<file path="src/hw/rtl/sla_pkg.sv">
// ----------------------------------------------------------------------------
// sla_pkg
// Shared types, codes and defaults for the sensor limit alarm.
// ----------------------------------------------------------------------------
package sla_pkg;

    localparam int NUM_CHANNELS_DEF = 4;
    localparam int SAMPLE_BITS_DEF  = 16;
    localparam int QUEUE_DEPTH      = 2;

    localparam int CFG_INDEX_BITS = 3;
    localparam int CFG_DATA_BITS  = 64;

    localparam logic [CFG_INDEX_BITS-1:0] REG_ALARM_ENABLE     = 3'd0;
    localparam logic [CFG_INDEX_BITS-1:0] REG_TIME_MODE        = 3'd1;
    localparam logic [CFG_INDEX_BITS-1:0] REG_ON_WORK_TIME     = 3'd2;
    localparam logic [CFG_INDEX_BITS-1:0] REG_OFF_WORK_TIME    = 3'd3;
    localparam logic [CFG_INDEX_BITS-1:0] REG_PERSIST_TIMES    = 3'd4;
    localparam logic [CFG_INDEX_BITS-1:0] REG_HIGH_LIMITS      = 3'd5;
    localparam logic [CFG_INDEX_BITS-1:0] REG_LOW_LIMITS       = 3'd6;
    localparam logic [CFG_INDEX_BITS-1:0] REG_CHANNEL_SWITCHES = 3'd7;

    localparam logic [7:0] PERSIST_RESET = 8'h01;

    typedef enum logic [1:0] {
        CMD_NONE = 2'd0,
        CMD_ON   = 2'd1,
        CMD_OFF  = 2'd2
    } cmd_t;

    typedef enum logic [1:0] {
        ST_NONE = 2'd0,
        ST_HIGH = 2'd1,
        ST_LOW  = 2'd2
    } status_t;

    // Classified sample as handed from front to back
    typedef struct packed {
        logic [1:0] channel;
        logic       ch_valid;
        logic       enable;
        status_t    kind;
        logic       mute_press;
        logic       delay_elapsed;
        logic       fire_ok;       // alarm would fire once the threshold is met and the delay has elapsed
        logic       window_block;  // outside work window: off + clear
        cmd_t       buz_fire;
        cmd_t       ind_fire;
    } item_t;

    typedef struct packed {
        logic [1:0] out_channel;
        cmd_t       buzzer_cmd;
        cmd_t       indicator_cmd;
        status_t    alarm_status;
        logic       status_write;
    } result_t;

endpackage

</file>
<file path="src/hw/rtl/sensor_limit_alarm.sv">
// ----------------------------------------------------------------------------
// sensor_limit_alarm
// Per-channel high/low limit alarm with persistence, mute and work-time window.
// ----------------------------------------------------------------------------
//  Channel   Direction  Handshake             Payload
//  input     in         push / full           channel, sample, mute_press,
//                                             delay_elapsed, hour, minute
//  result    out        empty / pop           out_channel, buzzer_cmd,
//                                             indicator_cmd, alarm_status,
//                                             status_write
//  config    in         cfg_we                cfg_index, cfg_data
//
//  One sample per cycle sustained while results are popped. The front
//  classifies a sample in the cycle it is pushed; the back applies it, one
//  per cycle while the out queue has room, as latch and per-channel updates
//  are registered on the take. A result passes the mid queue and the back
//  before empty falls. Each side stalls on its own through two-entry queues;
//  full only rises once both queues are full. No clearing pass after reset.
// ----------------------------------------------------------------------------
module sensor_limit_alarm #(
    parameter int NUM_CHANNELS = sla_pkg::NUM_CHANNELS_DEF,
    parameter int SAMPLE_BITS  = sla_pkg::SAMPLE_BITS_DEF
) (
    input  logic                                clk,
    input  logic                                rst_n,
    input  logic                                cfg_we,
    input  logic [sla_pkg::CFG_INDEX_BITS-1:0]  cfg_index,
    input  logic [sla_pkg::CFG_DATA_BITS-1:0]   cfg_data,
    input  logic                                push,
    output logic                                full,
    input  logic [1:0]                          channel,
    input  logic [15:0]                         sample,
    input  logic                                mute_press,
    input  logic                                delay_elapsed,
    input  logic [4:0]                          hour,
    input  logic [5:0]                          minute,
    output logic                                empty,
    input  logic                                pop,
    output logic [1:0]                          out_channel,
    output logic [1:0]                          buzzer_cmd,
    output logic [1:0]                          indicator_cmd,
    output logic [1:0]                          alarm_status,
    output logic                                status_write
);

    localparam int ITEM_W   = $bits(sla_pkg::item_t);
    localparam int RESULT_W = $bits(sla_pkg::result_t);

    sla_pkg::item_t   front_item;
    sla_pkg::item_t   back_item;
    sla_pkg::result_t back_result;
    sla_pkg::result_t head_result;
    logic [ITEM_W-1:0]   mid_rd_data;
    logic [RESULT_W-1:0] out_rd_data;
    logic [7:0]          persist_times;
    logic                mid_empty;
    logic                back_take;
    logic                out_push;
    logic                out_full;

    sla_front #(
        .NUM_CHANNELS (NUM_CHANNELS),
        .SAMPLE_BITS  (SAMPLE_BITS)
    ) u_front (
        .clk           (clk),
        .rst_n         (rst_n),
        .cfg_we        (cfg_we),
        .cfg_index     (cfg_index),
        .cfg_data      (cfg_data),
        .channel       (channel),
        .sample        (sample),
        .mute_press    (mute_press),
        .delay_elapsed (delay_elapsed),
        .hour          (hour),
        .minute        (minute),
        .item          (front_item),
        .persist_times (persist_times)
    );

    sla_fifo #(
        .WIDTH (ITEM_W),
        .DEPTH (sla_pkg::QUEUE_DEPTH)
    ) u_mid_queue (
        .clk     (clk),
        .rst_n   (rst_n),
        .wr_en   (push),
        .wr_data (front_item),
        .rd_en   (back_take),
        .rd_data (mid_rd_data),
        .full    (full),
        .empty   (mid_empty)
    );

    assign back_item = sla_pkg::item_t'(mid_rd_data);

    sla_back #(
        .NUM_CHANNELS (NUM_CHANNELS)
    ) u_back (
        .clk           (clk),
        .rst_n         (rst_n),
        .in_valid      (~mid_empty),
        .item          (back_item),
        .in_take       (back_take),
        .out_full      (out_full),
        .out_push      (out_push),
        .result        (back_result),
        .persist_times (persist_times)
    );

    sla_fifo #(
        .WIDTH (RESULT_W),
        .DEPTH (sla_pkg::QUEUE_DEPTH)
    ) u_out_queue (
        .clk     (clk),
        .rst_n   (rst_n),
        .wr_en   (out_push),
        .wr_data (back_result),
        .rd_en   (pop),
        .rd_data (out_rd_data),
        .full    (out_full),
        .empty   (empty)
    );

    assign head_result   = sla_pkg::result_t'(out_rd_data);
    assign out_channel   = head_result.out_channel;
    assign buzzer_cmd    = head_result.buzzer_cmd;
    assign indicator_cmd = head_result.indicator_cmd;
    assign alarm_status  = head_result.alarm_status;
    assign status_write  = head_result.status_write;

endmodule

</file>
<file path="src/hw/rtl/sla_fifo.sv">
// ----------------------------------------------------------------------------
// sla_fifo
// Small register queue with count-based full and empty.
// ----------------------------------------------------------------------------
module sla_fifo #(
    parameter int WIDTH = 8,
    parameter int DEPTH = sla_pkg::QUEUE_DEPTH
) (
    input  logic             clk,
    input  logic             rst_n,
    input  logic             wr_en,
    input  logic [WIDTH-1:0] wr_data,
    input  logic             rd_en,
    output logic [WIDTH-1:0] rd_data,
    output logic             full,
    output logic             empty
);

    localparam int PTR_W = (DEPTH > 1) ? $clog2(DEPTH) : 1;
    localparam int CNT_W = $clog2(DEPTH + 1);

    logic [WIDTH-1:0] mem_reg [DEPTH];
    logic [PTR_W-1:0] wr_ptr_reg;
    logic [PTR_W-1:0] rd_ptr_reg;
    logic [CNT_W-1:0] count_reg;
    logic             do_wr;
    logic             do_rd;

    assign full    = (count_reg == CNT_W'(DEPTH));
    assign empty   = (count_reg == '0);
    assign do_wr   = wr_en & ~full;
    assign do_rd   = rd_en & ~empty;
    assign rd_data = mem_reg[rd_ptr_reg];

    always_ff @(posedge clk)
    begin
        if (do_wr)
        begin
            mem_reg[wr_ptr_reg] <= wr_data;
        end
    end

    always_ff @(posedge clk or negedge rst_n)
    begin
        if (!rst_n)
        begin
            wr_ptr_reg <= '0;
            rd_ptr_reg <= '0;
            count_reg  <= '0;
        end
        else
        begin
            if (do_wr)
            begin
                wr_ptr_reg <= (wr_ptr_reg == PTR_W'(DEPTH - 1)) ? '0
                                                                : PTR_W'(wr_ptr_reg + 1'b1);
            end
            if (do_rd)
            begin
                rd_ptr_reg <= (rd_ptr_reg == PTR_W'(DEPTH - 1)) ? '0
                                                                : PTR_W'(rd_ptr_reg + 1'b1);
            end
            if (do_wr && !do_rd)
            begin
                count_reg <= CNT_W'(count_reg + 1'b1);
            end
            else if (do_rd && !do_wr)
            begin
                count_reg <= CNT_W'(count_reg - 1'b1);
            end
        end
    end

`ifndef SYNTHESIS
    a_count_bound: assert property (@(posedge clk) disable iff (!rst_n)
        count_reg <= CNT_W'(DEPTH))
        else $error("queue count beyond depth");

    a_full_empty_excl: assert property (@(posedge clk) disable iff (!rst_n)
        !(full && empty))
        else $error("queue both full and empty");

    a_empty_ptrs_match: assert property (@(posedge clk) disable iff (!rst_n)
        empty |-> (wr_ptr_reg == rd_ptr_reg))
        else $error("queue empty with pointers apart");
`endif

endmodule

</file>
<file path="src/hw/rtl/sla_front.sv">
// ----------------------------------------------------------------------------
// sla_front
// Configuration registers and per-sample classification (limits, window,
// switch commands).
// ----------------------------------------------------------------------------
module sla_front #(
    parameter int NUM_CHANNELS = sla_pkg::NUM_CHANNELS_DEF,
    parameter int SAMPLE_BITS  = sla_pkg::SAMPLE_BITS_DEF
) (
    input  logic                                clk,
    input  logic                                rst_n,
    input  logic                                cfg_we,
    input  logic [sla_pkg::CFG_INDEX_BITS-1:0]  cfg_index,
    input  logic [sla_pkg::CFG_DATA_BITS-1:0]   cfg_data,
    input  logic [1:0]                          channel,
    input  logic [15:0]                         sample,
    input  logic                                mute_press,
    input  logic                                delay_elapsed,
    input  logic [4:0]                          hour,
    input  logic [5:0]                          minute,
    output sla_pkg::item_t                      item,
    output logic [7:0]                          persist_times
);

    logic        alarm_enable_reg;
    logic [1:0]  time_mode_reg;
    logic [10:0] on_work_time_reg;
    logic [10:0] off_work_time_reg;
    logic [7:0]  persist_times_reg;
    logic [63:0] high_limits_reg;
    logic [63:0] low_limits_reg;
    logic [7:0]  channel_switches_reg;

    logic signed [15:0] sample_ext;
    logic signed [15:0] high_lim;
    logic signed [15:0] low_lim;
    logic [1:0]         sw;
    logic               in_window;

    always_ff @(posedge clk or negedge rst_n)
    begin
        if (!rst_n)
        begin
            alarm_enable_reg     <= 1'b0;
            time_mode_reg        <= '0;
            on_work_time_reg     <= '0;
            off_work_time_reg    <= '0;
            persist_times_reg    <= sla_pkg::PERSIST_RESET;
            high_limits_reg      <= '0;
            low_limits_reg       <= '0;
            channel_switches_reg <= '0;
        end
        else if (cfg_we)
        begin
            case (cfg_index)
                sla_pkg::REG_ALARM_ENABLE:     alarm_enable_reg     <= cfg_data[0];
                sla_pkg::REG_TIME_MODE:        time_mode_reg        <= cfg_data[1:0];
                sla_pkg::REG_ON_WORK_TIME:     on_work_time_reg     <= cfg_data[10:0];
                sla_pkg::REG_OFF_WORK_TIME:    off_work_time_reg    <= cfg_data[10:0];
                sla_pkg::REG_PERSIST_TIMES:    persist_times_reg    <= cfg_data[7:0];
                sla_pkg::REG_HIGH_LIMITS:      high_limits_reg      <= cfg_data;
                sla_pkg::REG_LOW_LIMITS:       low_limits_reg       <= cfg_data;
                sla_pkg::REG_CHANNEL_SWITCHES: channel_switches_reg <= cfg_data[7:0];
                default: ;
            endcase
        end
    end

    assign persist_times = persist_times_reg;

    always_comb
    begin
        sample_ext = 16'($signed(sample[SAMPLE_BITS-1:0]));
        high_lim   = $signed(high_limits_reg[{channel, 4'b0000} +: 16]);
        low_lim    = $signed(low_limits_reg[{channel, 4'b0000} +: 16]);
        sw         = channel_switches_reg[{channel, 1'b0} +: 2];

        // hour and minute are compared separately, not as one time value
        in_window = ((minute < on_work_time_reg[5:0]) && (hour < on_work_time_reg[10:6]))
                 || ((minute > off_work_time_reg[5:0]) && (hour > off_work_time_reg[10:6]));

        item.channel       = channel;
        item.ch_valid      = ({1'b0, channel} < 3'(NUM_CHANNELS));
        item.enable        = alarm_enable_reg;
        item.mute_press    = mute_press;
        item.delay_elapsed = delay_elapsed;

        if (sample_ext >= high_lim)
        begin
            item.kind = sla_pkg::ST_HIGH;
        end
        else if (sample_ext <= low_lim)
        begin
            item.kind = sla_pkg::ST_LOW;
        end
        else
        begin
            item.kind = sla_pkg::ST_NONE;
        end

        item.fire_ok      = time_mode_reg[0] ? in_window : time_mode_reg[1];
        item.window_block = time_mode_reg[0] & ~in_window;

        case (sw)
            2'b11:
            begin
                item.buz_fire = sla_pkg::CMD_ON;
                item.ind_fire = sla_pkg::CMD_ON;
            end
            2'b01:
            begin
                item.buz_fire = sla_pkg::CMD_ON;
                item.ind_fire = sla_pkg::CMD_NONE;
            end
            2'b10:
            begin
                item.buz_fire = sla_pkg::CMD_NONE;
                item.ind_fire = sla_pkg::CMD_ON;
            end
            default:
            begin
                item.buz_fire = sla_pkg::CMD_OFF;
                item.ind_fire = sla_pkg::CMD_OFF;
            end
        endcase
    end

endmodule

</file>
<file path="src/hw/rtl/sla_back.sv">
// ----------------------------------------------------------------------------
// sla_back
// Latches, per-channel persistence and status; turns classified samples into
// buzzer and indicator commands.
// ----------------------------------------------------------------------------
module sla_back #(
    parameter int NUM_CHANNELS = sla_pkg::NUM_CHANNELS_DEF
) (
    input  logic              clk,
    input  logic              rst_n,
    input  logic              in_valid,
    input  sla_pkg::item_t    item,
    output logic              in_take,
    input  logic              out_full,
    output logic              out_push,
    output sla_pkg::result_t  result,
    input  logic [7:0]        persist_times
);

    localparam int CH_BITS = (NUM_CHANNELS > 1) ? $clog2(NUM_CHANNELS) : 1;

    logic              mute_latch_reg;
    logic              delay_latch_reg;
    logic              suppressed_reg [NUM_CHANNELS];
    logic [7:0]        count_reg      [NUM_CHANNELS];
    sla_pkg::status_t  status_reg     [NUM_CHANNELS];

    logic              mute_latch_next;
    logic              delay_latch_next;
    logic              suppressed_next;
    logic [7:0]        count_next;
    sla_pkg::status_t  status_next;

    logic [CH_BITS-1:0] idx;
    logic               mute;
    logic               delay;
    logic [7:0]         count_inc;

    assign in_take  = in_valid & ~out_full;
    assign out_push = in_take;

    always_comb
    begin
        idx   = item.channel[CH_BITS-1:0];
        mute  = mute_latch_reg | item.mute_press;
        delay = delay_latch_reg | item.delay_elapsed;

        mute_latch_next  = mute;
        delay_latch_next = delay;
        suppressed_next  = suppressed_reg[idx];
        count_next       = count_reg[idx];
        status_next      = status_reg[idx];
        count_inc        = (count_reg[idx] == 8'hFF) ? 8'hFF : 8'(count_reg[idx] + 8'd1);

        result.out_channel   = item.channel;
        result.buzzer_cmd    = sla_pkg::CMD_NONE;
        result.indicator_cmd = sla_pkg::CMD_NONE;
        result.status_write  = 1'b0;

        if (item.ch_valid)
        begin
            if (!item.enable)
            begin
                result.buzzer_cmd    = sla_pkg::CMD_OFF;
                result.indicator_cmd = sla_pkg::CMD_OFF;
            end
            else if (item.kind == sla_pkg::ST_NONE)
            begin
                // back in range: release mute and suppression
                mute_latch_next   = 1'b0;
                suppressed_next   = 1'b0;
                count_next        = '0;
                result.buzzer_cmd = sla_pkg::CMD_OFF;
            end
            else if (mute)
            begin
                suppressed_next      = 1'b1;
                count_next           = '0;
                result.buzzer_cmd    = sla_pkg::CMD_OFF;
                result.indicator_cmd = sla_pkg::CMD_OFF;
            end
            else if (!suppressed_reg[idx])
            begin
                count_next = count_inc;
                // a threshold of zero is met by the first violation
                if (count_inc >= persist_times)
                begin
                    count_next = '0;
                    if (delay)
                    begin
                        delay_latch_next = 1'b0;
                        if (item.fire_ok)
                        begin
                            result.buzzer_cmd    = item.buz_fire;
                            result.indicator_cmd = item.ind_fire;
                            status_next          = item.kind;
                            result.status_write  = 1'b1;
                        end
                        else if (item.window_block)
                        begin
                            result.buzzer_cmd    = sla_pkg::CMD_OFF;
                            result.indicator_cmd = sla_pkg::CMD_OFF;
                        end
                    end
                end
            end
        end

        result.alarm_status = item.ch_valid ? status_next : sla_pkg::ST_NONE;
    end

    always_ff @(posedge clk or negedge rst_n)
    begin
        if (!rst_n)
        begin
            mute_latch_reg  <= 1'b0;
            delay_latch_reg <= 1'b0;
            for (int i = 0; i < NUM_CHANNELS; i++)
            begin
                suppressed_reg[i] <= 1'b0;
                count_reg[i]      <= '0;
                status_reg[i]     <= sla_pkg::ST_NONE;
            end
        end
        else if (in_take)
        begin
            mute_latch_reg  <= mute_latch_next;
            delay_latch_reg <= delay_latch_next;
            if (item.ch_valid)
            begin
                suppressed_reg[idx] <= suppressed_next;
                count_reg[idx]      <= count_next;
                status_reg[idx]     <= status_next;
            end
        end
    end

`ifndef SYNTHESIS
    a_write_has_status: assert property (@(posedge clk) disable iff (!rst_n)
        (out_push && result.status_write) |-> (result.alarm_status != sla_pkg::ST_NONE))
        else $error("status transfer without a stored status");

    a_write_consumes_delay: assert property (@(posedge clk) disable iff (!rst_n)
        (out_push && result.status_write) |=> !delay_latch_reg)
        else $error("delay latch survived a firing alarm");

    a_invalid_channel_quiet: assert property (@(posedge clk) disable iff (!rst_n)
        (out_push && !item.ch_valid)
            |-> (!result.status_write && result.alarm_status == sla_pkg::ST_NONE
                 && result.buzzer_cmd == sla_pkg::CMD_NONE))
        else $error("result for an absent channel carries a command");
`endif

endmodule

</file>
<file path="config.mk">
export PLATFORM = sky130hd
export DESIGN_NAME = sensor_limit_alarm
export DESIGN_NICKNAME = d
export VERILOG_FILES = /design/src/hw/rtl/sla_pkg.sv /design/src/hw/rtl/sensor_limit_alarm.sv /design/src/hw/rtl/sla_fifo.sv /design/src/hw/rtl/sla_front.sv /design/src/hw/rtl/sla_back.sv
export SDC_FILE = /design/constraint.sdc
export NUM_CORES = 1
export LEC_CHECK = 0
export CORE_AREA = 2 2 152 154
export CTS_BUF_LIST = sky130_fd_sc_hd__clkbuf_4
export DETAILED_ROUTE_END_ITERATION = 6
export DIE_AREA = 0 0 154 156
export DONT_BUFFER_PORTS = 1
export PLACE_DENSITY = 0.72
export SYNTH_ARGS = -nofsm -noshare
export SYNTH_HDL_FRONTEND = slang
export SYNTH_SLANG_ARGS = --single-unit
</file>
<file path="constraint.sdc">
create_clock -name clk -period 7.5 [get_ports clk]
set_clock_uncertainty 0.1 [all_clocks]
set_input_delay 1.875 -clock clk [delete_from_list [all_inputs] [get_ports clk]]
set_output_delay 1.875 -clock clk [all_outputs]
set_load 0.01 [all_outputs]
</file>
After elaboration in Yosys (flattened, before gate mapping) --
Memories as Yosys holds them, arrays and structs flattened. Cells that the tools add are included.
Storage, ports and cells: logic and storage cells 186, flip-flop bits (word level) 223, memories kept 2, output and inout port bits 11, bits of input ports 103, bits in writable memories 44
Operators by class: bitwise logic cells 14, order comparisons 9, reductions and logical operators 27, muxes and demuxes 81, shift operators 3, eq/ne operators 13, add/subtract/negate cells 9
Memory list:
- u_mid_queue.mem_reg | depth 2, width 13, read ports 1, clocked after Yosys merged registers in 0, wr ports 1, line sla_fifo.sv:22 | logic [WIDTH-1:0] mem_reg [DEPTH];
- u_out_queue.mem_reg | depth 2, width 9, read ports 1, clocked after Yosys merged registers in 0, wr ports 1, line sla_fifo.sv:22
Operators with widths (number):
- indexed part select 64 x 7 -> 16 bit | 2
- two-way mux 8 bit | 10
- two-way mux 2 bit | 20
- two-way mux 1 bit | 33
- bitwise mux 32 bit | 1
- two-way mux 4 bit | 8
- AND reduction 2 bit | 9
- binary-select mux 8 bit (select 2 bit) | 1
- demux 8 bit (select 2 bit) | 1
- greater-or-equal comparator 16 bit | 1
- <= comparator 16 bit | 1
- == test 3 bit, second input constant | 4
- case mux 4 bit (3 select lines) | 1
- adder 8 x 1 -> 8 bit, second input constant | 1
- bitwise mux 8 bit | 1
- == test 2 bit, second input constant | 4
- == test 8 bit, second input constant | 1
- greater-or-equal comparator 8 bit | 1
- indexed part select 8 x 4 -> 2 bit | 1
- logical AND 1 bit | 7
- AND 1 bit | 6
- == test 3 x 2 -> 1 bit, second input constant | 2
- > comparator 6 bit | 1
- logical NOT 2 bit | 3
- other kinds (22) | 36

Longest topological paths before layout --
Gate-level depths: netlist of run 1. An unclocked memory read counts as a cell.
depth after elaboration 15, depth in mapped cells 20, gate-level depth less buffers 17

Cells and area by module --
A second synthesis of run 1 with hierarchy kept.
Unflattened totals: cells, all modules 970, area, all modules 13309.0 sq um
Modules (own cells, without submodules):
- sla_front | area each 8478.1 sq um, sequential area each 4230.3 sq um, cells an instance 608, times used 1
- sla_back | area each 2721.4 sq um, sequential area each 1151.1 sq um, cells an instance 251, times used 1
- sla_fifo at u_mid_queue | area each 1260.0 sq um, sequential area each 940.9 sq um, cells an instance 63, times used 1
- sla_fifo at u_out_queue | area each 845.8 sq um, sequential area each 640.6 sq um, cells an instance 47, times used 1
- sensor_limit_alarm | area each 3.8 sq um, sequential area each 0.0 sq um, cells an instance 1, times used 1

Worst setup path after synthesis of run 1 --
No wires, ideal clock.
path type input to register, start input port channel[0], end memory u_mid_queue.mem_reg[0][9] (netlist bit) (data pin), data arrival time 4530 ps, cell stages on the path 11, path buffers 2, slack 2610 ps, library setup time 261 ps, path through clkbuf_1 -> buf_1 -> mux4_2 -> inv_1 -> ha_1 -> and4_1 -> a21oi_1 -> nand2_1 -> a211oi_1 -> o221ai_1 -> o2111a_1
RTL lines:
- from (decl) | line sensor_limit_alarm.sv:31 | input logic [1:0] channel,
- to (decl) | line sla_fifo.sv:22

Worst setup path after layout of run 1 --
start register u_mid_queue.rd_ptr_reg, end register u_back.count_reg[27] (netlist bit)
On the way: cells in the longest elaborated chain, start to end 15, elaborated cells on any way between the ends 26
RTL lines:
- from (decl) | line sla_fifo.sv:24 | logic [PTR_W-1:0] rd_ptr_reg;
- from (signal assigned) | line sla_fifo.sv:60 | rd_ptr_reg <= (rd_ptr_reg == PTR_W'(DEPTH - 1)) ? '0
- memory (2 x 13 bit) (*)
- NOT 2 -> 3 bit (implied by the code)
- binary-select mux 8 bit (select 2 bit) | line sla_back.sv:51, sla_back.sv:53
- two-way mux 8 bit (implied by the code) (2 in series) | line sla_back.sv:51, sla_back.sv:53
- adder 8 x 1 -> 8 bit / == test 8 bit (equally long branches) | line sla_back.sv:53 | count_inc = (count_reg[idx] == 8'hFF) ? 8'hFF : 8'(count_reg[idx] + 8'd1);
- two-way mux 8 bit | line sla_back.sv:53
- greater-or-equal comparator 8 bit | line sla_back.sv:86 | if (count_inc >= persist_times)
- two-way mux 8 bit | line sla_back.sv:86
- two-way mux 8 bit | line sla_back.sv:82 | else if (!suppressed_reg[idx])
- two-way mux 8 bit | line sla_back.sv:75 | else if (mute)
- two-way mux 8 bit | line sla_back.sv:67 | else if (item.kind == sla_pkg::ST_NONE)
- two-way mux 8 bit | line sla_back.sv:62 | if (!item.enable)
- two-way mux 8 bit | line sla_back.sv:60 | if (item.ch_valid)
- bitwise mux 32 bit (*) | line sla_back.sv:132 | count_reg[idx] <= count_next;
- to (signal, indexed assignment) | line sla_back.sv:132
- to (decl) | line sla_back.sv:25 | logic [7:0] count_reg [NUM_CHANNELS];
Mark *: on every way between the ends. The rest lies on a longest branch, timed or not. The select of a mux whose other input is x is not followed. A chain may end at the register's enable or synchronous reset.

==> metrics.txt, run 1 <==
DRC 0; Post-Route Utilization 64.2%; arrival time worst endpoint 6080 ps; crit-path cells mux2i_1 -> inv_2 -> nand2_1 -> and3_1 -> a31oi_1 -> ha_1 -> nand3_1 -> mux2_2 -> ha_1 -> a21o_1 -> a2111oi_0 -> o21a_1 -> nor2_1 -> o31a_1 -> o22ai_1 -> mux2_2; pre-CTS WS 1970 ps; I/O pins 114; Worst Setup Path Type reg -> reg; Seq/Total Area, Yosys 51.9%; Reg2Reg Launch Point u_mid_queue.rd_ptr_reg; area of the multi-input gates 0.00587 mm^2; Layout area overhead 9.02%; Slew Viols, Final 0; largest net degree at the start of global routing 224; row count 55; layout cells sized above 1 34.3%; Num CTS Buffers 71; FF+latch area 0.00684 mm^2; Crit path largest cell delay 940 ps; CP Max Fanout 28; VDD IR max 0.000174 V; FMAX 179 MHz; Synth area leaders dfrtp_1 (42%), mux2_2 (18%), edfxtp_1 (9.6%), mux4_2 (6.2%), ha_1 (6.0%); worst setup margin 1900 ps; vias in the first global route 8274; asr flop ratio synth 84.2%; gpl congestion 0.812; setup TNS 0 ps; syn nets 1176; CTS Hold Bufs 0; Period minus WS final 5600 ps; gr usage total 22.4%; clock sinks 265; post-synth cell types 62; Worst R2R Path Depth 16; critical path endpoint category flip-flop; area leader, netlist dfrtp_1; clk root buf clkbuf_4; Pre-Repair DR Iteration Count 5; synthesized flop and latch total 265; Ys Warns 0; Critical path origin u_mid_queue.rd_ptr_reg; vias post-DR 7961; Detail Placement HPWL 17900 um; top post-synthesis cells by count dfrtp_1 (222), mux2_2 (205), inv_1 (73); worst slew pin tran 1180 ps; drt wl/cell 18.8 um; WP data required 7990 ps; HP Class reg -> reg; via count normalized by instance count 5.75; internal reg-to-reg setup slack 1900 ps; core area 0.0224 mm^2; Setup crit start kind flip-flop; EDFF count, synth 42; First DRT Iteration DRCs 307; # resized after CTS 0; Initial Util 58.9%; TritonCTS clock tree built; worst-path cell with the longest stage delay dfrtp_1; antenna viol nets, final 0; # fillers 1714; post-CTS setup buffers 0; clock-pin transition on the worst setup and hold timing paths 70 ps; first-pass GRT wire length 42300 um; H-tree Lvls 3; Final Hold Fails 0; WP buf/inv 1; count leader, synth dfrtp_1; commonest register cell after synthesis dfrtp_1; fin nets 1216; clk_lat worst skew 660 ps; status finished, final reports clean; GRT overflow 0; Max-Cap Viols 0; reg2reg end u_back.count_reg[27]; die area 0.0240 mm^2; clock buffer depth 3; leakage 6.39 nW; mean post-synth cell area 13.0 um^2; RSZ-0062 raised after global routing false; die height 156 um; Die X 154 um; Port Buf Inserts 0; initial antenna violation count 1; Yosys top cell area share 42.2%; Synth Cell Area 0.0132 mm^2; P per Cell Area 327 mW/mm^2; instance count on the critical path 16; final setup vio count 0; Post-Syn Instances 1010; Max transition margin 20.8%; crit share post-route 74.7%; Critical Path Sink u_back.count_reg[27]; cell family with most CP delay compound AO/OA/AOI/OAI gates; DRT Wirelength 26000 um
==> placed cells by master (no fill, tap or decap), types with 27 or more instances in the layout <==
cell        n
nand2_1    66
mux2i_1    29
ha_1       63
nor2_1     27
edfxtp_1   42
mux4_2     36
o21ai_0    39
dfrtp_1   222
a21oi_1    28
inv_1      73
mux2_2    205
clkbuf_4  103
==> logic make-up after synthesis <==
group	Yosys count	synth area share (%)
AO/OA/AOI/OAI	122	5.75
XOR/XNOR	10	0.665
buffers and inverters	117	3.52
multiplexers	271	26.0
flip-flops	265	51.9
adder cells (fa/ha/maj)	63	5.98
AND/OR/NAND/NOR	162	6.10
==> how the worst min path moves through the flow <==
stage,cells after the start,slack (ps),startpoint,end
after floorplan,0,340,u_front.alarm_enable_reg,u_mid_queue.mem_reg[0][10]
after global placement,0,350,u_front.alarm_enable_reg,u_mid_queue.mem_reg[1][10]
after detailed placement,0,370,u_front.alarm_enable_reg,u_mid_queue.mem_reg[1][10]
after CTS,0,380,u_front.alarm_enable_reg,u_mid_queue.mem_reg[1][10]
after global routing,0,380,u_front.alarm_enable_reg,u_mid_queue.mem_reg[1][10]
final,0,380,u_front.alarm_enable_reg,u_mid_queue.mem_reg[1][10]
==> layout make-up <==
type                       count  share of cell area, %
antenna                        1                 0.0174
inverter                      75                   1.96
sequential                   265                   47.6
multi-input combinational    628                   40.9
clock buffer                 103                   5.38
clock inverter                19                   1.16
tap                          285                   2.48
timing repair buffer           9                  0.470
==> report_power, final <==
group | total [mW] | switching, mW | internal (mW)
sequential | 2.08 | 0.211 | 1.87
clock | 1.32 | 0.581 | 0.735
combinational | 1.30 | 0.646 | 0.651
==> routing by layer <==
metal	track usage, %	routed length, um	vias to the layer above
li1	-	-	3799
met3	6.86	1650	51
met2	37.7	12900	166
met5	0	0	-
met4	7.79	585	0
met1	27.8	10900	3945
==> stage by stage <==
stage / power, mW / cells / area [um^2] / hold WS [ps]
2_1_floorplan: 3.11 / 1010 / 13200 / 338
3_3_place_gp: 3.36 / 1262 / 13400 / 354
3_5_place_dp: 3.41 / 1262 / 13400 / 370
4_1_cts: 4.75 / 1384 / 14400 / 376
5_1_grt: 5.00 / 1385 / 14400 / 382
6_report: 4.69 / 1385 / 14400 / 378
Power figures use the tool's default switching activity.
==> run 2: changes to the inputs <==
Clock period 7.5 ns to 5.5 ns, I/O delays scaled along.
==> metrics.txt, run 2 (synthesized netlist as in run 1, its figures left out) <==
clock sinks 265 (unchanged); TritonCTS clock tree built (unchanged); Num CTS Buffers 69 (was 71); Crit path largest cell delay 520 ps (was 940 ps); CP Max Fanout 13 (was 28); leakage 6.37 nW (was 6.39 nW); grt met3 use 7.42% (was 6.86%); fin nets 1217 (was 1216); CTS Hold Bufs 0 (unchanged); Port Buf Inserts 0 (unchanged); Period minus WS final 4700 ps (was 5600 ps); gpl congestion 0.842 (was 0.812); critical path endpoint category flip-flop (unchanged); RSZ-0062 raised after global routing false (unchanged); vias in the first global route 8405 (was 8274); clock buffer depth 3 (unchanged); Setup crit start kind flip-flop (unchanged); DRT Wirelength 26100 um (was 26000 um); Layout area overhead 8.71% (was 9.02%); H-tree Lvls 3 (unchanged); First DRT Iteration DRCs 376 (was 307); arrival time worst endpoint 5190 ps (was 6080 ps); WP data required 6000 ps (was 7990 ps); worst slew pin tran 1070 ps (was 1180 ps); largest net degree at the start of global routing 224 (unchanged); total power 6.35 mW (was 4.69 mW); final setup vio count 0 (unchanged); HP Class in -> async (was reg -> reg); clk root buf clkbuf_4 (unchanged); Max transition margin 26.7% (was 20.8%); clk_lat worst skew 670 ps (was 660 ps); vias post-DR 7994 (was 7961); Worst Setup Path Type reg -> reg (unchanged); crit-path cells mux2i_4 -> inv_2 -> and3_1 -> a31oi_1 -> ha_1 -> nand3_1 -> mux2_2 -> ha_1 -> a21o_1 -> a2111oi_0 -> o21a_1 -> nor2_1 -> nand3_2 -> mux2i_1 -> mux2_2 (was mux2i_1 -> inv_2 -> nand2_1 -> and3_1 -> a31oi_1 -> ha_1 -> nand3_1 -> mux2_2 -> ha_1 -> a21o_1 -> a2111oi_0 -> o21a_1 -> nor2_1 -> o31a_1 -> o22ai_1 -> mux2_2); gr usage total 22.8% (was 22.4%); DRC 0 (unchanged); clock-pin transition on the worst setup and hold timing paths 70 ps (about the same); Max-Cap Viols 0 (unchanged); P per Cell Area 443 mW/mm^2 (was 327 mW/mm^2); via count normalized by instance count 5.79 (was 5.75); commonest non-fill, non-tap cells in the layout dfrtp_1 (222), mux2_2 (205), clkbuf_4 (103) (unchanged); post-CTS setup buffers 0 (unchanged); Die X 154 um (unchanged); cell family with most CP delay multiplexers (was compound AO/OA/AOI/OAI gates); commonest non-fill, non-tap cell in the layout dfrtp_1 (unchanged); Pre-Repair DR Iteration Count 7 (was 5); I/O pins 114 (unchanged); VDD IR max 0.000204 V (was 0.000174 V); core area 0.0224 mm^2 (unchanged); first-pass GRT wire length 43200 um (was 42300 um); die area 0.0240 mm^2 (unchanged); row count 55 (unchanged); drt wl/cell 18.9 um (was 18.8 um); worst-path cell with the longest stage delay mux2i_4 (was dfrtp_1); Top Usage Layer GRT met2 (unchanged); antenna viol nets, final 0 (unchanged); initial antenna violation count 1 (unchanged); FMAX 213 MHz (was 179 MHz); Slew Viols, Final 0 (unchanged); Detail Placement HPWL 17800 um (was 17900 um); crit share post-route 85.4% (was 74.7%); # resized after CTS 0 (unchanged); Initial Util 58.9% (unchanged); Final Hold Fails 0 (unchanged); met1 GRT Util 28.4% (was 27.8%); layout cells sized above 1 34.6% (was 34.3%); final hold slack 320 ps (was 378 ps); die height 156 um (unchanged); met2 usage 37.2% (was 37.7%); setup TNS 0 ps (unchanged); status finished, final reports clean (unchanged); WP buf/inv 1 (unchanged); GRT overflow 0 (unchanged)
==> run 2: metrics by stage <==
stage	setup slack [ps]	util, %	instance area [um^2]	cells
after floorplan	1110	-	13200	1010
after global placement	1100	60.1	13400	1265
after detailed placement	893	60.1	13400	1265
after CTS	855	64.0	14300	1379
after global routing	362	64.0	14300	1380
final	805	64.0	14300	1380
==> run 2: worst register-to-register path: cells and delay by family (launching register included) <==
kind / cells / cell delay, ps
DFF: 1 / 440
adders and majority gates: 2 / 620
AOI/OAI and AO/OA: 4 / 1090
buffers and inverters: 1 / 240
muxes: 4 / 1530
and+or+nand+nor: 4 / 610
==> run 2: path summary, 6_finish.rpt <==
check                                       start                     end  slack [ps]  cells after the start
max                        u_mid_queue.rd_ptr_reg    u_back.status_reg[7]         800                     15
min                                         rst_n  u_out_queue.rd_ptr_reg         320                      0
max reg2reg                u_mid_queue.rd_ptr_reg    u_back.status_reg[7]         800                     15
min reg2reg                u_out_queue.wr_ptr_reg  u_out_queue.wr_ptr_reg         400                      1
max in group asynchronous                   rst_n    u_back.count_reg[20]        4580                      0
min in group clk           u_out_queue.wr_ptr_reg  u_out_queue.wr_ptr_reg         400                      1
==> run 2: layout make-up <==
| cell class | instances | area [um^2] |
|---|---|---|
| fillers | 1714 | 8040 |
| flip-flops and latches | 265 | 6840 |
| multi-input cells | 628 | 5870 |
| clock buffers | 103 | 773 |
| well taps | 285 | 357 |
| inverters | 75 | 282 |
| clock inverters | 11 | 103 |
| repair buffers | 12 | 90.1 |
| diodes | 1 | 2.50 |
==> run 2: per-layer routing <==
layer  vias to the layer above  wire (um)  share of wire [%]
met2                       177      12700                 48
met3                        54       1710                6.5
met5                         -          0                  0
li1                       3781          -                  -
met1                      3982      11100                 42
met4                         0        708                2.7
==> run 2: where the power goes <==
part | leakage [nW] | internal (mW) | switching, mW
clock network | 0.523 | 0.944 | 0.771
registers | 3.11 | 2.55 | 0.263
logic | 2.74 | 0.899 | 0.922
total | 6.37 | 4.39 | 1.96
==> run 3: changes to the inputs <==
Settings changed: CORE_AREA 2 2 152 154 to 2 2 175 177, DIE_AREA 0 0 154 156 to 0 0 177 179, PLACE_DENSITY 0.72 to 0.56.
==> metrics.txt, run 3 (synthesized netlist as in run 1, its figures left out) <==
Detail Placement HPWL 19600 um (was 17800 um); # resized after CTS 0 (unchanged); first-pass GRT wire length 46900 um (was 43200 um); layout cells sized above 1 34.7% (was 34.6%); HP Class in -> async (unchanged); antenna viol nets, final 0 (unchanged); drt wl/cell 18.8 um (was 18.9 um); H-tree Lvls 3 (unchanged); DRT Wirelength 28500 um (was 26100 um); worst slew pin tran 1020 ps (was 1070 ps); cell family with most CP delay multiplexers (unchanged); clock sinks 265 (unchanged); Final Hold Fails 0 (unchanged); worst setup margin 844 ps (was 805 ps); Setup crit start kind flip-flop (unchanged); Pre-Repair DR Iteration Count 4 (was 7); die height 179 um (was 156 um); GRT overflow 0 (unchanged); largest net degree at the start of global routing 224 (unchanged); Max-Cap Viols 0 (unchanged); DRC 0 (unchanged); leakage 6.45 nW (was 6.37 nW); commonest non-fill, non-tap cell in the layout dfrtp_1 (unchanged); clk_lat worst skew 690 ps (was 670 ps); Crit path largest cell delay 530 ps (was 520 ps); row count 64 (was 55); crit share post-route 84.6% (was 85.4%); CP Max Fanout 13 (unchanged); I/O pins 114 (unchanged); WP data required 6020 ps (was 6000 ps); vias post-DR 8079 (was 7994); total power 6.46 mW (was 6.35 mW); status finished, final reports clean (unchanged); arrival time worst endpoint 5180 ps (was 5190 ps); Layout area overhead 10.7% (was 8.71%); P per Cell Area 443 mW/mm^2 (about the same); Num CTS Buffers 74 (was 69); via count normalized by instance count 5.32 (was 5.79); First DRT Iteration DRCs 397 (was 376); Port Buf Inserts 0 (unchanged); RSZ-0062 raised after global routing false (unchanged); core area 0.0300 mm^2 (was 0.0224 mm^2); Worst Setup Path Type reg -> reg (unchanged); FMAX 215 MHz (was 213 MHz); clock-pin transition on the worst setup and hold timing paths 70 ps (about the same); Max transition margin 31.8% (was 26.7%); post-CTS setup buffers 0 (unchanged); clk root buf clkbuf_4 (unchanged); Slew Viols, Final 0 (unchanged); setup TNS 0 ps (unchanged); CTS Hold Bufs 0 (unchanged); clock buffer depth 3 (unchanged); worst-path cell with the longest stage delay mux2i_4 (unchanged); fin nets 1224 (was 1217); Die X 177 um (was 154 um); VDD IR max 0.000195 V (was 0.000204 V); final setup vio count 0 (unchanged); die area 0.0317 mm^2 (was 0.0240 mm^2); initial antenna violation count 2 (was 1); Period minus WS final 4660 ps (was 4700 ps); gpl congestion 0.814 (was 0.842); crit-path cells mux2i_4 -> inv_2 -> and3_1 -> a31oi_1 -> ha_1 -> nand3_1 -> mux2_2 -> ha_1 -> a21o_1 -> a2111oi_0 -> o21a_1 -> nor2_1 -> nand3_2 -> mux2i_1 -> mux2_2 (unchanged); critical path endpoint category flip-flop (unchanged); Initial Util 43.9% (was 58.9%); WP buf/inv 1 (unchanged); commonest non-fill, non-tap cells in the layout dfrtp_1 (222), mux2_2 (205), clkbuf_4 (107) (was dfrtp_1 (222), mux2_2 (205), clkbuf_4 (103)); gr usage total 19.2% (was 22.8%); pre-CTS WS 837 ps (was 893 ps); vias in the first global route 8650 (was 8405); TritonCTS clock tree built (unchanged)
## run 3: cell types whose count changed in the layout (fill, tap and decap cells not counted), moves of 2 or more
cell | before | now
clkinv_1 | 5 | 20
clkinv_2 | 0 | 5
clkbuf_4 | 103 | 107
buf_4 | 12 | 14
inv_2 | 4 | 6
## run 3: layout make-up
cell class / count / area [um^2]
clock buffers: 107 / 803
well taps: 396 / 495
inverters: 75 / 282
multi-input cells: 628 / 5870
flip-flops and latches: 265 / 6840
fillers: 2776 / 15400
clock inverters: 31 / 175
repair buffers: 14 / 105
diodes: 2 / 5.00
## run 3: routing by layer
metal	vias to the layer above	track usage [%]	part of all wire, %
met5	-	0	0
met4	0	6.78	1.8
met3	38	7.25	7.9
met2	170	32.0	49
met1	4052	22.7	41
li1	3819	-	-
## run 3: where the power goes
group	leakage [nW]	internal (mW)	total [mW]	switching, mW
combinational	2.75	0.902	1.83	0.924
sequential	3.11	2.55	2.81	0.260
clock	0.588	0.996	1.82	0.826
## run 3: per-stage QoR
stage / hold WS (ps) / utilization (%) / area (um^2) / std cells
global route: 195 / 48.6 / 14600 / 1518
finish: 311 / 48.6 / 14600 / 1518
floorplan: 338 / - / 13200 / 1010
CTS: 210 / 48.5 / 14600 / 1516
global placement: 369 / 45.3 / 13600 / 1378
detailed placement: 378 / 45.3 / 13600 / 1378
## run 3: worst paths after layout
check / from / endpoint / slack, ps / cells past startpoint
max: u_mid_queue.rd_ptr_reg / u_back.status_reg[5] / 840 / 15
min: rst_n / u_out_queue.rd_ptr_reg / 310 / 0
max reg2reg: u_mid_queue.rd_ptr_reg / u_back.status_reg[5] / 840 / 15
min reg2reg: u_out_queue.wr_ptr_reg / u_out_queue.wr_ptr_reg / 390 / 1
max in group asynchronous: rst_n / u_back.count_reg[30] / 4250 / 0
min in group clk: u_out_queue.wr_ptr_reg / u_out_queue.wr_ptr_reg / 390 / 1
